### src/hdl/esf_pkg.sv
`timescale 1ns / 1ps
`default_nettype none

package esf_pkg;

	// one result row as it leaves the block
	typedef struct packed {
		logic [7:0] row_number;
		logic [7:0] left_filtered;
		logic [7:0] right_filtered;
		logic       last_row;
	} result_t;

	localparam logic [7:0] THR_RESET = 8'd5;
	localparam logic [7:0] ROW_MAX   = 8'd255;

	// output queue: power-of-two depth, room for the two results of a frame end
	localparam int unsigned QUEUE_AW    = 2;
	localparam int unsigned QUEUE_DEPTH = 1 << QUEUE_AW;

	typedef logic [QUEUE_AW-1:0] qptr_t;
	typedef logic [QUEUE_AW:0]   qlevel_t;

	// what the merge stage hands to the output queue in one cycle
	typedef struct packed {
		logic    push0;
		logic    push1;
		result_t data0;
		result_t data1;
	} qpush_t;

endpackage

`default_nettype wire

### src/hdl/edge_spike_suppress_filter_top.sv
`timescale 1ns / 1ps
`default_nettype none
// a row's result enters the output queue when the next row's item is accepted
// a frame-end item queues the held row and itself at its accept, the held row leaving first
// throughput: one item per cycle while the input is not stalled, set by the 4-entry output queue;
//   a frame end queues two results, and the input stalls while more than two results wait
// reset: asynchronous, active low; queue emptied, rows cleared, threshold back to 5

module edge_spike_suppress_filter_top #(
	parameter int FIRST_ROW   = 4,
	parameter int END_ROW     = 50,
	parameter int COLUMN_BITS = 8
) (
	input  wire logic       clk,
	input  wire logic       arst_n,
	// configuration: threshold register
	input  wire logic       cfg_wr_en,
	input  wire logic [7:0] cfg_wr_data,
	// input items
	input  wire logic       in_valid,
	output logic            in_stall,
	input  wire logic [7:0] left_edge,
	input  wire logic [7:0] right_edge,
	input  wire logic       frame_end,
	// result items
	output logic            out_valid,
	input  wire logic       out_stall,
	output logic [7:0]      row_number,
	output logic [7:0]      left_filtered,
	output logic [7:0]      right_filtered,
	output logic            last_row
);

	// columns beyond 8 bits never arrive, so storage stops at 8
	localparam int CW = (COLUMN_BITS < 8) ? COLUMN_BITS : 8;
	localparam logic [7:0] FIRST_C = 8'(FIRST_ROW);
	localparam logic [7:0] END_C   = 8'(END_ROW);

	logic [7:0]    thr_q;
	logic [CW-1:0] prev_l_q, prev_r_q;   // filtered row before the held row
	logic [CW-1:0] held_l_q, held_r_q;   // raw held row
	logic [7:0]    row_q;                // index of the held row
	logic          holding_q;

	logic             in_acc, out_acc;
	logic [CW-1:0]    nl, nr, fl, fr;
	logic             filt_en;
	logic [7:0]       new_row;
	esf_pkg::result_t ent_held, ent_new, head;
	esf_pkg::qpush_t  qwr;
	esf_pkg::qlevel_t level;

	// handshake
	assign in_stall = (level > esf_pkg::qlevel_t'(esf_pkg::QUEUE_DEPTH - 2));
	assign in_acc   = in_valid && !in_stall;
	assign out_valid = (level != '0);
	assign out_acc  = out_valid && !out_stall;

	assign nl = left_edge[CW-1:0];
	assign nr = right_edge[CW-1:0];

	// only rows inside the window that now have a successor are filtered
	assign filt_en = holding_q && (row_q >= FIRST_C) && (row_q < END_C);

	// one lane per edge, independent of each other
	esf_lane #(.W(CW)) u_lane_left (
		.en     (filt_en),
		.thr    (thr_q),
		.pre    (prev_l_q),
		.cur    (held_l_q),
		.after  (nl),
		.res    (fl)
	);

	esf_lane #(.W(CW)) u_lane_right (
		.en     (filt_en),
		.thr    (thr_q),
		.pre    (prev_r_q),
		.cur    (held_r_q),
		.after  (nr),
		.res    (fr)
	);

	// merge: held row result first, then the frame-end row if any
	always_comb begin
		if (!holding_q) begin
			new_row = '0;
		end else if (row_q == esf_pkg::ROW_MAX) begin
			new_row = esf_pkg::ROW_MAX;   // counter saturates on long frames
		end else begin
			new_row = row_q + 8'd1;
		end

		ent_held.row_number     = row_q;
		ent_held.left_filtered  = 8'(fl);
		ent_held.right_filtered = 8'(fr);
		ent_held.last_row       = 1'b0;

		ent_new.row_number     = new_row;
		ent_new.left_filtered  = 8'(nl);
		ent_new.right_filtered = 8'(nr);
		ent_new.last_row       = 1'b1;

		if (holding_q) begin
			qwr.push0 = in_acc;
			qwr.data0 = ent_held;
			qwr.push1 = in_acc && frame_end;
			qwr.data1 = ent_new;
		end else begin
			qwr.push0 = in_acc && frame_end;
			qwr.data0 = ent_new;
			qwr.push1 = 1'b0;
			qwr.data1 = ent_new;
		end
	end

	always_ff @(posedge clk or negedge arst_n) begin
		if (!arst_n) begin
			thr_q     <= esf_pkg::THR_RESET;
			prev_l_q  <= '0;
			prev_r_q  <= '0;
			held_l_q  <= '0;
			held_r_q  <= '0;
			row_q     <= '0;
			holding_q <= 1'b0;
		end else begin
			if (cfg_wr_en) begin
				thr_q <= cfg_wr_data;
			end
			if (in_acc) begin
				if (frame_end) begin
					// frame done, back to the empty state
					prev_l_q  <= '0;
					prev_r_q  <= '0;
					held_l_q  <= '0;
					held_r_q  <= '0;
					row_q     <= '0;
					holding_q <= 1'b0;
				end else begin
					if (holding_q) begin
						prev_l_q <= fl;
						prev_r_q <= fr;
					end
					held_l_q  <= nl;
					held_r_q  <= nr;
					row_q     <= new_row;
					holding_q <= 1'b1;
				end
			end
		end
	end

	esf_out_queue u_queue (
		.clk    (clk),
		.arst_n (arst_n),
		.wr     (qwr),
		.pop    (out_acc),
		.head   (head),
		.level  (level)
	);

	assign row_number     = head.row_number;
	assign left_filtered  = head.left_filtered;
	assign right_filtered = head.right_filtered;
	assign last_row       = head.last_row;

	// queue never overfills
	a_level_bound: assert property (@(posedge clk) disable iff (!arst_n)
		level <= esf_pkg::qlevel_t'(esf_pkg::QUEUE_DEPTH))
		else $error("output queue overflow");

	// a frame-end item leaves nothing held
	a_frame_clears: assert property (@(posedge clk) disable iff (!arst_n)
		in_acc && frame_end |=> !holding_q && row_q == '0)
		else $error("frame end did not clear row state");

	// with nothing held the row index and the stored previous row are zero
	a_idle_row: assert property (@(posedge clk) disable iff (!arst_n)
		!holding_q |-> row_q == '0 && prev_l_q == '0 && prev_r_q == '0)
		else $error("stale row state while nothing held");

	// an accepted item that must produce a result grows the queue unless a pop frees a slot
	a_push_seen: assert property (@(posedge clk) disable iff (!arst_n)
		in_acc && (holding_q || frame_end) && !out_acc |=> level > $past(level))
		else $error("result not queued");

endmodule

`default_nettype wire

### src/hdl/esf_lane.sv
`timescale 1ns / 1ps
`default_nettype none

module esf_lane #(
	parameter int W = 8
) (
	input  wire logic         en,
	input  wire logic [7:0]   thr,
	input  wire logic [W-1:0] pre,
	input  wire logic [W-1:0] cur,
	input  wire logic [W-1:0] after,
	output logic      [W-1:0] res
);

	localparam int CW = (W > 8) ? W : 8;

	logic [W-1:0] up_b, up_a, dn_b, dn_a;
	logic [W:0]   sum;
	logic         peak, valley;

	always_comb begin
		up_b = cur - pre;
		up_a = cur - after;
		dn_b = pre - cur;
		dn_a = after - cur;
		sum  = {1'b0, pre} + {1'b0, after};
		peak = (cur > pre) && (cur > after) &&
			(CW'(up_b) > CW'(thr)) && (CW'(up_a) > CW'(thr));
		valley = (cur < pre) && (cur < after) &&
			(CW'(dn_b) > CW'(thr)) && (CW'(dn_a) > CW'(thr));
		// floor mean of the filtered predecessor and raw successor
		if (en && (peak || valley)) begin
			res = sum[W:1];
		end else begin
			res = cur;
		end
	end

endmodule

`default_nettype wire

### src/hdl/esf_out_queue.sv
`timescale 1ns / 1ps
`default_nettype none

module esf_out_queue (
	input  wire logic              clk,
	input  wire logic              arst_n,
	input  wire esf_pkg::qpush_t   wr,
	input  wire logic              pop,
	output esf_pkg::result_t       head,
	output esf_pkg::qlevel_t       level
);

	esf_pkg::result_t mem_q [esf_pkg::QUEUE_DEPTH];
	esf_pkg::qptr_t   wp_q, rp_q;
	esf_pkg::qlevel_t level_q;
	esf_pkg::qptr_t   wp_next1;
	logic [1:0]       n_push;

	always_comb begin
		wp_next1 = wp_q + esf_pkg::qptr_t'(1);
		n_push   = {1'b0, wr.push0} + {1'b0, wr.push1};
	end

	// payload storage, no reset
	always_ff @(posedge clk) begin
		if (wr.push0) begin
			mem_q[wp_q] <= wr.data0;
		end
		if (wr.push1) begin
			mem_q[wp_next1] <= wr.data1;
		end
	end

	always_ff @(posedge clk or negedge arst_n) begin
		if (!arst_n) begin
			wp_q    <= '0;
			rp_q    <= '0;
			level_q <= '0;
		end else begin
			wp_q    <= wp_q + esf_pkg::qptr_t'(n_push);
			rp_q    <= rp_q + esf_pkg::qptr_t'(pop);
			level_q <= level_q + esf_pkg::qlevel_t'(n_push) - esf_pkg::qlevel_t'(pop);
		end
	end

	assign head  = mem_q[rp_q];
	assign level = level_q;

endmodule

`default_nettype wire

### config.mk
export PLATFORM = sky130hd
export DESIGN_NAME = edge_spike_suppress_filter_top
export DESIGN_NICKNAME = d
export VERILOG_FILES = /design/src/hdl/esf_pkg.sv /design/src/hdl/edge_spike_suppress_filter_top.sv /design/src/hdl/esf_lane.sv /design/src/hdl/esf_out_queue.sv
export SDC_FILE = /design/constraint.sdc
export NUM_CORES = 1
export LEC_CHECK = 0
export ABC_AREA = 1
export BUFFER_PORTS_ARGS = -buffer_cell sky130_fd_sc_hd__buf_2
export CAP_MARGIN = 30
export CORE_ASPECT_RATIO = 1.5
export CORE_MARGIN = 4
export CORE_UTILIZATION = 50
export CTS_BUF_LIST = sky130_fd_sc_hd__clkbuf_4 sky130_fd_sc_hd__clkbuf_8 sky130_fd_sc_hd__clkbuf_16
export DETAILED_ROUTE_END_ITERATION = 7
export HOLD_SLACK_MARGIN = 0.03
export PLACE_DENSITY = 0.73
export RECOVER_POWER = 100
export SYNTH_ARGS = -nofsm -noshare
export SYNTH_HDL_FRONTEND = slang
export SYNTH_SLANG_ARGS = --single-unit
### constraint.sdc
create_clock -name clk -period 10.1 [get_ports clk]
set_input_delay 1.515 -clock clk [delete_from_list [all_inputs] [get_ports clk]]
set_output_delay 1.515 -clock clk [all_outputs]
set_load 0.01 [all_outputs]
==> out/qor.yml, run 1 <==
floorplan:
  die_y_microns: 199
  die_w_microns: 136
  rows: 69
  start_util_pct: 51.2
  dieArea_sq_um: 27000
  coreArea_sq_um: 23800
  io_pins: 57
clocking:
  post_cts_resized: 0
  post_cts_buffers: 0
  clk_pin_slew_ns: 0.06
  htree_levels: 4
  cts_buffers: 17
  cts_tree: "yes"
  clk-insertion-delay-late_ns: 0.44
  numClockSinks: 156
  cts_max_path_buffers: 2
  cts_root_buf: "clkbuf_16"
  cts_hold_buf: 0
route:
  antenna_left: 0
  post_drt_via_cell_ratio: 5.53
  vias: 10500
  wl_per_cell_microns: 17.0
  drc_errors: 0
  drt_wl_total_microns: 32100
  drtIter0Drc: 602
  first_pass_iters: 7
yosys:
  synthTopCellsByArea: "edfxtp_1 24%, ha_1 15%, nand2_1 14%, dfrtp_1 11%, o22ai_1 4.6%"
  synth_ff_type: "edfxtp_1"
  yosysSeqAreaShare_pct: 35.8
  synth_area_sq_um: 12200
  avgSynthCellArea_sq_um: 7.94
  synth_top_cell_area_share_pct: 23.6
  synth-edff-count: 96
  yosysTopAreaCell: "edfxtp_1"
  synth_most_common_cell: "nand2_1"
  synth_fp_nets: 1719
  synth_cells: 1536
  synthTopCellsByCount: "441 x nand2_1, 148 x inv_1, 142 x ha_1"
  synth-async-reset-ratio_pct: 35.9
  yosys_register_bits: 156
  netlist-cell-type-count: 45
  ys_warn_count: 0
timing:
  skew_ns: 0.0106
  holdWs_ns: 0.497
  report.final.setup_viol: 0
  hold_viol: 0
  worst_pin_slew_ns: 3.48
  fin_ws_ns: 3.74
  max_slew_margin_pct: -132
  rsz0062_at_grt: "no"
  period_share_pct: 62.9
  post-route-min-period_ns: 6.36
  fmax_mhz: 157
  slew_violations: 152
  setup_tns_ns: 0
layout:
  areaGrowthSynthToFinish_pct: 6.85
  fin_util_pct: 54.7
  drive_above_1_share_pct: 5.26
  n_antenna_cell: 0
  fin_area_sq_um: 13000
  finalNonFillerCells: 1896
  nets: 1747
critical_path:
  critPathBufInv: 4
  cpPeakStageDelay_ns: 1.50
  arrival_ns: 4.84
  criticalPathCategory: "flop to primary output"
  crit_fanout: 52
  worstSetupStartpointType: "flop"
  cp_common_cell: "clkbuf_1"
  critPathCaptureType: "primary output"
  crit_family: "buffers and inverters"
  path_cells: "clkbuf_1 > clkinv_1 > clkbuf_1 > o21ai_0 > o22ai_1 > clkbuf_1"
  critPathSlowestCell: "clkbuf_1"
  critical_path_required_ns: 8.59
place:
  io_buffers: 56
  post-place-cells: 1864
  pre_cts_ws_ns: 5.03
  placed_area_sq_um: 12700
  gp_congestion: 0.951
  dp_hpwl_microns: 24100
outcome:
  failed_checks: "max-capacitance violations, max-slew violations"
  outcome: "complete, but fails checks"
pwr:
  p_leak_nw: 6.13
  p_per_area_nw_per_um2: 374
  total_power_mw: 4.88
  vdd.ir_drop.worst_mv: 0.153
grt:
  grt_overflow: 0
  grt_max_degree: 57
  antenna_found_initial: 0
  grt_use_total_pct: 24.5
  grt_pass1_wl_microns: 52400
  grt_use_met3_pct: 3.73
  top_usage_layer: "met2"
  gr-usage-met2_pct: 46.7
  grt_pass1_vias: 10900
  met1_usage_pct: 25.9
min_path:
  hold_class: "flop to flop"
flow_run:
  maxCapViolations: 4
-- placed cells by master, fill, tap and decap left out, types with 3 or more instances in the layout --
master       n
nand2_1    463
inv_1      147
ha_1       142
nor2_1     123
edfxtp_1    96
o21ai_0     91
o22ai_1     90
a21oi_1     84
nand3_1     55
dfrtp_1     54
xor2_1      42
clkbuf_1    38
buf_2       27
xnor2_1     17
clkbuf_16   17
fa_1        11
nand2_2      7
inv_2        5
clkinv_1     5
a31oi_1      5
a21o_1       4
clkinv_2     4
dfxtp_1      4
a221o_1      3
o21a_1       3
o31ai_1      3
nand4_1      3
clkinv_4     3
clkbuf_4     3
-- kinds of logic after synthesis --
| family | synth area share (%) |
|---|---|
| AND/OR/NAND/NOR | 22.5 |
| adder cells (fa/ha/maj) | 16.4 |
| XOR/XNOR | 4.23 |
| flip-flops | 35.8 |
| multiplexers | 0.0923 |
| buffers and inverters | 7.20 |
| AO/OA/AOI/OAI | 13.8 |
-- final cells by class --
type | count | area [sq um]
Inverter | 157 | 589
Tap cell | 319 | 399
Clock buffer | 21 | 462
Clock inverter | 11 | 121
Fill cell | 2284 | 10800
Sequential cell | 156 | 4370
Timing Repair Buffer | 67 | 300
Multi-Input combinational cell | 1165 | 6800
-- layer usage --
metal  wire length, microns  vias to the layer above  part of all wire (%)
met1                  12200                     4866                    38
met5                      0                        -                     0
li1                       -                     5189                     -
met4                   1400                        0                   4.3
met3                   1270                      111                   4.0
met2                  17300                      311                    54
-- path summary, 6_finish.rpt --
path | slack (ns) | endpoint | depth (start not counted) | start
setup / recovery | 3.74 | right_filtered[3] | 6 | u_queue.rp_q[0]
hold / removal | 0.50 | u_queue.mem_q[0][0] | 2 | u_queue.mem_q[0][0]
setup reg to reg | 4.80 | u_queue.mem_q[3][11] | 9 | u_queue.level[1]
hold reg to reg | 0.50 | u_queue.mem_q[0][0] | 2 | u_queue.mem_q[0][0]
max in group asynchronous | 5.78 | holding_q | 2 | arst_n
min in group asynchronous | 2.34 | held_r_q[1] | 2 | arst_n
-- where the power goes --
part / internal (mW) / total (mW) / switching (mW) / leakage (nW)
Combinational: 1.22 / 3.28 / 2.06 / 4.23
Clock: 0.377 / 0.644 / 0.267 / 0.287
Sequential: 0.837 / 0.955 / 0.118 / 1.61
-- worst min-delay path, delay by kind of cell (launching register included) --
| kind | cells | cell delay (ns) |
|---|---|---|
| AOI/OAI and AO/OA | 1 | 0.04 |
| DFF | 1 | 0.31 |
| and+or+nand+nor | 1 | 0.09 |
-- flip-flops by register name (all words and copies together), names as in the netlist --
register,cells
u_queue.mem_q,100
u_queue.rp_q,2
prev_r_q,8
holding_q,1
held_l_q,8
held_r_q,8
u_queue.level,3
prev_l_q,8
row_q,8
thr_q,8
u_queue.wp_q,2
No activity file was read; power rests on OpenSTA's default activity.
==> run 2: changes to the inputs <==
==> constraint.sdc (replaced) <==
create_clock -name clk -period 5.94 [get_ports clk]
set_input_delay 0.891 -clock clk [delete_from_list [all_inputs] [get_ports clk]]
set_output_delay 0.891 -clock clk [all_outputs]
set_load 0.01 [all_outputs]
==> run 2 against run 1 <==
Against the previous run:
- the flow still finishes with violations (max-capacitance violations, max-slew violations)
- largest power group unchanged
- register-to-register slack got worse by 3.7 ns
- count of clock-buffer cells in the layout is 1 lower
- hold slack about the same
- non-clock buffer count increased by 1
- critical path depth rose by 3
- combinational power increased by 70%
- global-route usage rose by 0.23 points
==> out/qor.yml, run 2 (same netlist as run 1, synthesis figures left out) <==
outcome:
  outcome: "complete, but fails checks"
  failed_checks: "max-capacitance violations, max-slew violations"
layout:
  layout_common_cells: "464 x nand2_1, 147 x inv_1, 142 x ha_1"
  finalNonFillerCells: 1897  # +0.053%
  fin_area_sq_um: 13000  # about the same
  drive_above_1_share_pct: 5.39  # +0.12 points
  final_common_cell: "nand2_1"
  fin_util_pct: 54.7  # about the same
  areaGrowthSynthToFinish_pct: 6.75  # about the same
  largest_reg_flops: 100  # unchanged
  n_antenna_cell: 0  # unchanged
  largest-register: "u_queue.mem_q"
  nets: 1748  # +0.057%
critical_path:
  critPathSlowestCell: "clkbuf_1"
  path_cells: "buf_2 > nand3_1 > inv_1 > clkbuf_1 > o21ai_1 > inv_1 > nand2_1 > nand2_1 > buf_4"
  cpPeakStageDelay_ns: 1.15  # -0.35 ns
  critical_path_required_ns: 6.06  # -2.53 ns
  rr_startpoint: "u_queue.level[2]"
  worstSetupStartpointType: "input pin"
  arrival_ns: 4.96  # +0.12 ns
  crit_fanout: 25  # -52%
  criticalPathCategory: "input pin to flop"
  critPathCaptureType: "flop"
  crit_start: "in_valid"
clocking:
  post_cts_buffers: 0  # unchanged
  cts_buffers: 17  # unchanged
  cts_tree: "yes"
  numClockSinks: 156  # unchanged
  cts_max_path_buffers: 2  # unchanged
  cts_root_buf: "clkbuf_16"
  post_cts_resized: 0  # unchanged
  clk-insertion-delay-late_ns: 0.44  # about the same
  cts_hold_buf: 0  # unchanged
  clk_pin_slew_ns: 0.06  # about the same
  htree_levels: 4  # unchanged
grt:
  grt_pass1_wl_microns: 52800  # +0.84%
  top_usage_layer: "met2"
  grt_use_total_pct: 24.7  # +0.23 points
  grt_max_degree: 57  # unchanged
  grt_overflow: 0  # unchanged
  gr-usage-met2_pct: 47.2  # +0.42 points
  met1_usage_pct: 25.8  # -0.069 points
  grt_use_met3_pct: 3.43  # -0.30 points
  antenna_found_initial: 0  # unchanged
  grt_pass1_vias: 10900  # +0.45%
place:
  gp_congestion: 0.936  # -1.5%
  io_buffers: 56  # unchanged
  post-place-cells: 1865  # +0.054%
  dp_hpwl_microns: 24300  # +1.1%
  pre_cts_ws_ns: 1.55  # -3.48 ns
  placed_area_sq_um: 12700  # unchanged
floorplan:
  die_y_microns: 199  # unchanged
  rows: 69  # unchanged
  dieArea_sq_um: 27000  # unchanged
  die_w_microns: 136  # unchanged
  coreArea_sq_um: 23800  # unchanged
  io_pins: 57  # unchanged
  start_util_pct: 51.2  # unchanged
route:
  post_drt_via_cell_ratio: 5.65  # +2.2%
  drt_wl_total_microns: 32800  # +2.1%
  first_pass_iters: 8  # +1
  vias: 10700  # +2.3%
  wl_per_cell_microns: 17.3  # +2.1%
  drtIter0Drc: 611  # +1.5%
  antenna_left: 0  # unchanged
  drc_errors: 0  # unchanged
min_path:
  hold_class: "flop to flop"
  holdCritStartpoint: "u_queue.mem_q[3][0]"
pwr:
  p_per_area_nw_per_um2: 634  # +69%
  p_leak_nw: 6.13  # about the same
  total_power_mw: 8.26  # +69%
  vdd.ir_drop.worst_mv: 0.290  # +90%
timing:
  hold_viol: 0  # unchanged
  fin_ws_ns: 1.11  # -2.64 ns
  report.final.setup_viol: 0  # unchanged
  period_share_pct: 81.4
  skew_ns: 0.00671  # -0.00389 ns
  worst_pin_slew_ns: 3.59  # +0.116 ns
  max_slew_margin_pct: -139  # -7.7 points
  slew_violations: 125  # -18%
  post-route-min-period_ns: 4.83
  fmax_mhz: 207
  setup_tns_ns: 0  # unchanged
  holdWs_ns: 0.498  # +0.000496 ns
  rsz0062_at_grt: "no"
flow_run:
  maxCapViolations: 3  # -1
run 2: cell types whose count changed in the layout (fill, tap and decap cells not counted), sizes merged:
cell      previous run  this run
bufinv               2         1
clkinvlp             2         3
inv                152       153
buf                 29        34
clkbuf              59        54
run 2: area by class of cell:
type / instances / area (sq um)
inverter: 157 / 589
sequential: 156 / 4370
fill: 2300 / 10800
clock buffer: 20 / 454
clock inverter: 12 / 98.8
tap: 319 / 399
multi-input combinational: 1165 / 6800
timing repair buffer: 68 / 323
run 2: final timing paths:
path	endpoint	slack [ns]	depth (start not counted)
worst max register to register	u_queue.mem_q[1][23]	1.14	9
min in group asynchronous	held_r_q[1]	1.77	2
worst max-delay path	u_queue.mem_q[1][23]	1.11	9
max in group asynchronous	u_queue.level[2]	2.11	2
worst min-delay path	u_queue.mem_q[3][0]	0.50	2
worst min register to register	u_queue.mem_q[3][0]	0.50	2
run 2: power by group:
| part | leakage, nW | internal, mW | switching, mW |
|---|---|---|---|
| Clock | 0.270 | 0.592 | 0.450 |
| Sequential | 1.61 | 1.42 | 0.202 |
| Combinational | 4.25 | 2.07 | 3.52 |
| Total | 6.13 | 4.09 | 4.17 |
run 2: critical path: cells and delay by family:
family	cells	cell delay, ns
compound gates	1	0.25
buf+inv	5	2.35
simple gates	3	1.44
run 2: layer usage:
| layer | vias to the layer above | wire length (microns) |
|---|---|---|
| met5 | - | 0 |
| met4 | 0 | 1390 |
| met3 | 108 | 1590 |
| met2 | 390 | 17600 |
| met1 | 5028 | 12200 |
| li1 | 5191 | - |
==> run 3: changes to the inputs <==
==> constraint.sdc (replaced) <==
create_clock -name clk -period 4.83 [get_ports clk]
set_input_delay 0.7245 -clock clk [delete_from_list [all_inputs] [get_ports clk]]
set_output_delay 0.7245 -clock clk [all_outputs]
set_load 0.01 [all_outputs]
==> run 3 against run 2 <==
Against the previous run:
- the run still ends with max-capacitance violations, max-slew violations left
- wire length increased by 1.0%
- flip-flop and latch count stayed put
- highest routed layer unchanged
- critical endpoint is now u_queue.mem_q[3][10]
- final cell count up 0.32%
- clock skew grew 0.0025 ns
- register-to-register slack worse by 0.53 ns
==> out/qor.yml, run 3 (same netlist as run 1, synthesis figures left out) <==
route:
  drc_errors: 0  # unchanged
  vias: 10700  # +0.26%
  post_drt_via_cell_ratio: 5.65  # about the same
  wl_per_cell_microns: 17.4  # +0.69%
  antenna_left: 0  # unchanged
  drtIter0Drc: 634  # +3.8%
  first_pass_iters: 5  # -3
  drt_wl_total_microns: 33200  # +1.0%
pwr:
  p_per_area_nw_per_um2: 782  # +23%
  p_leak_nw: 6.21  # +1.2%
  vdd.ir_drop.worst_mv: 0.337  # +16%
clocking:
  cts_hold_buf: 0  # unchanged
  cts_root_buf: "clkbuf_16"
  numClockSinks: 156  # unchanged
  post_cts_resized: 0  # unchanged
  post_cts_buffers: 0  # unchanged
  clk_pin_slew_ns: 0.07  # about the same
  cts_tree: "yes"
  cts_max_path_buffers: 2  # unchanged
  htree_levels: 4  # unchanged
  clk-insertion-delay-late_ns: 0.44  # about the same
  cts_buffers: 17  # unchanged
layout:
  layout_common_cells: "460 x nand2_1, 148 x inv_1, 142 x ha_1"
  areaGrowthSynthToFinish_pct: 7.70
  fin_util_pct: 55.2  # +0.49 points
  final_common_cell: "nand2_1"
  largest-register: "u_queue.mem_q"
  largest_reg_flops: 100  # unchanged
  drive_above_1_share_pct: 6.25  # +0.86 points
  nets: 1754  # +0.34%
  n_antenna_cell: 0  # unchanged
critical_path:
  critPathSlowestCell: "clkbuf_1"
  criticalPathCategory: "flop to flop"
  critical_path_required_ns: 4.90  # -1.16 ns
  crit_fanout: 25  # unchanged
  worstSetupStartpointType: "flop"
  arrival_ns: 4.29  # -0.67 ns
  cpPeakStageDelay_ns: 1.22  # +0.07 ns
  critPathCaptureType: "flop"
  path_cells: "nand2_1 > nand3_1 > inv_1 > clkbuf_1 > o21ai_0 > nor2_2 > inv_1 > nand2_1 > clkbuf_2"
grt:
  antenna_found_initial: 0  # unchanged
  grt_pass1_wl_microns: 53200  # +0.67%
  grt_max_degree: 57  # unchanged
  grt_overflow: 0  # unchanged
  grt_pass1_vias: 10800  # -1.2%
  grt_use_total_pct: 24.9  # +0.15 points
floorplan:
  io_pins: 57  # unchanged
  coreArea_sq_um: 23800  # unchanged
  rows: 69  # unchanged
  die_y_microns: 199  # unchanged
  die_w_microns: 136  # unchanged
  start_util_pct: 51.2  # unchanged
  dieArea_sq_um: 27000  # unchanged
timing:
  post-route-min-period_ns: 4.22
  rsz0062_at_grt: "no"
  period_share_pct: 87.4
  slew_violations: 83  # -34%
  skew_ns: 0.00924  # +0.00253 ns
  setup_tns_ns: 0  # unchanged
  max_slew_margin_pct: -134  # +5.4 points
  hold_viol: 0  # unchanged
  fmax_mhz: 237
  worst_pin_slew_ns: 3.51  # -0.0810 ns
  report.final.setup_viol: 0  # unchanged
place:
  dp_hpwl_microns: 24400  # +0.32%
  io_buffers: 56  # unchanged
  gp_congestion: 0.878  # -6.3%
flow_run:
  maxCapViolations: 2  # -1
min_path:
  hold_class: "input pin to flop"
outcome:
  outcome: "complete, but fails checks"
  failed_checks: "max-capacitance violations, max-slew violations"
-- run 3: cell type report --
cell class / count / area [sq um]
tap: 319 / 399
clock inverter: 13 / 168
timing repair buffer: 74 / 359
clock buffer: 19 / 440
inverter: 157 / 589
sequential: 156 / 4370
multi-input combinational: 1165 / 6820
fill: 2231 / 10700
-- run 3: path summary, 6_finish.rpt --
check / cells past startpoint / end / from / slack (ns)
max: 9 / u_queue.mem_q[3][10] / u_queue.level[1] / 0.61
min: 3 / thr_q[4] / cfg_wr_data[4] / 0.49
min in group asynchronous: 2 / held_r_q[1] / arst_n / 1.56
max in group asynchronous: 2 / u_queue.level[2] / arst_n / 1.27
min reg2reg: 2 / u_queue.mem_q[2][0] / u_queue.mem_q[2][0] / 0.50
max reg2reg: 9 / u_queue.mem_q[3][10] / u_queue.level[1] / 0.61
-- run 3: metal layers --
metal / wire length, microns / track usage [%]
met1: 12600 / 27.4
met2: 17700 / 47.0
met3: 1560 / 3.22
met4: 1330 / 11.4
met5: 0 / 0
-- run 3: worst max-delay path, delay by kind of cell, from the launching register on --
kind	cells	cell delay [ns]
buffers and inverters	4	2.09
and+or+nand+nor	4	0.93
DFF	1	0.40
AOI/OAI and AO/OA	1	0.41
-- run 3: per-stage QoR --
step | cell area (sq um) | hold slack, ns | total power, mW | setup slack [ns] | std cells
after floorplan | 12200 | 0.429 | 7.27 | 1.28 | 1536
after global placement | 12700 | 0.477 | 8.80 | 0.654 | 1871
after detailed placement | 12700 | 0.483 | 8.94 | 0.638 | 1871
after CTS | 13300 | 0.466 | 10.4 | 1.06 | 1903
after global routing | 13100 | 0.492 | 11.3 | 0.365 | 1903
final | 13100 | 0.488 | 10.3 | 0.608 | 1903
-- run 3: power breakdown --
part           switching, mW  leakage [nW]  internal, mW
clock network          0.577         0.295         0.828
registers              0.280          1.61          1.75
logic                   4.27          4.30          2.57
total                   5.13          6.21          5.15
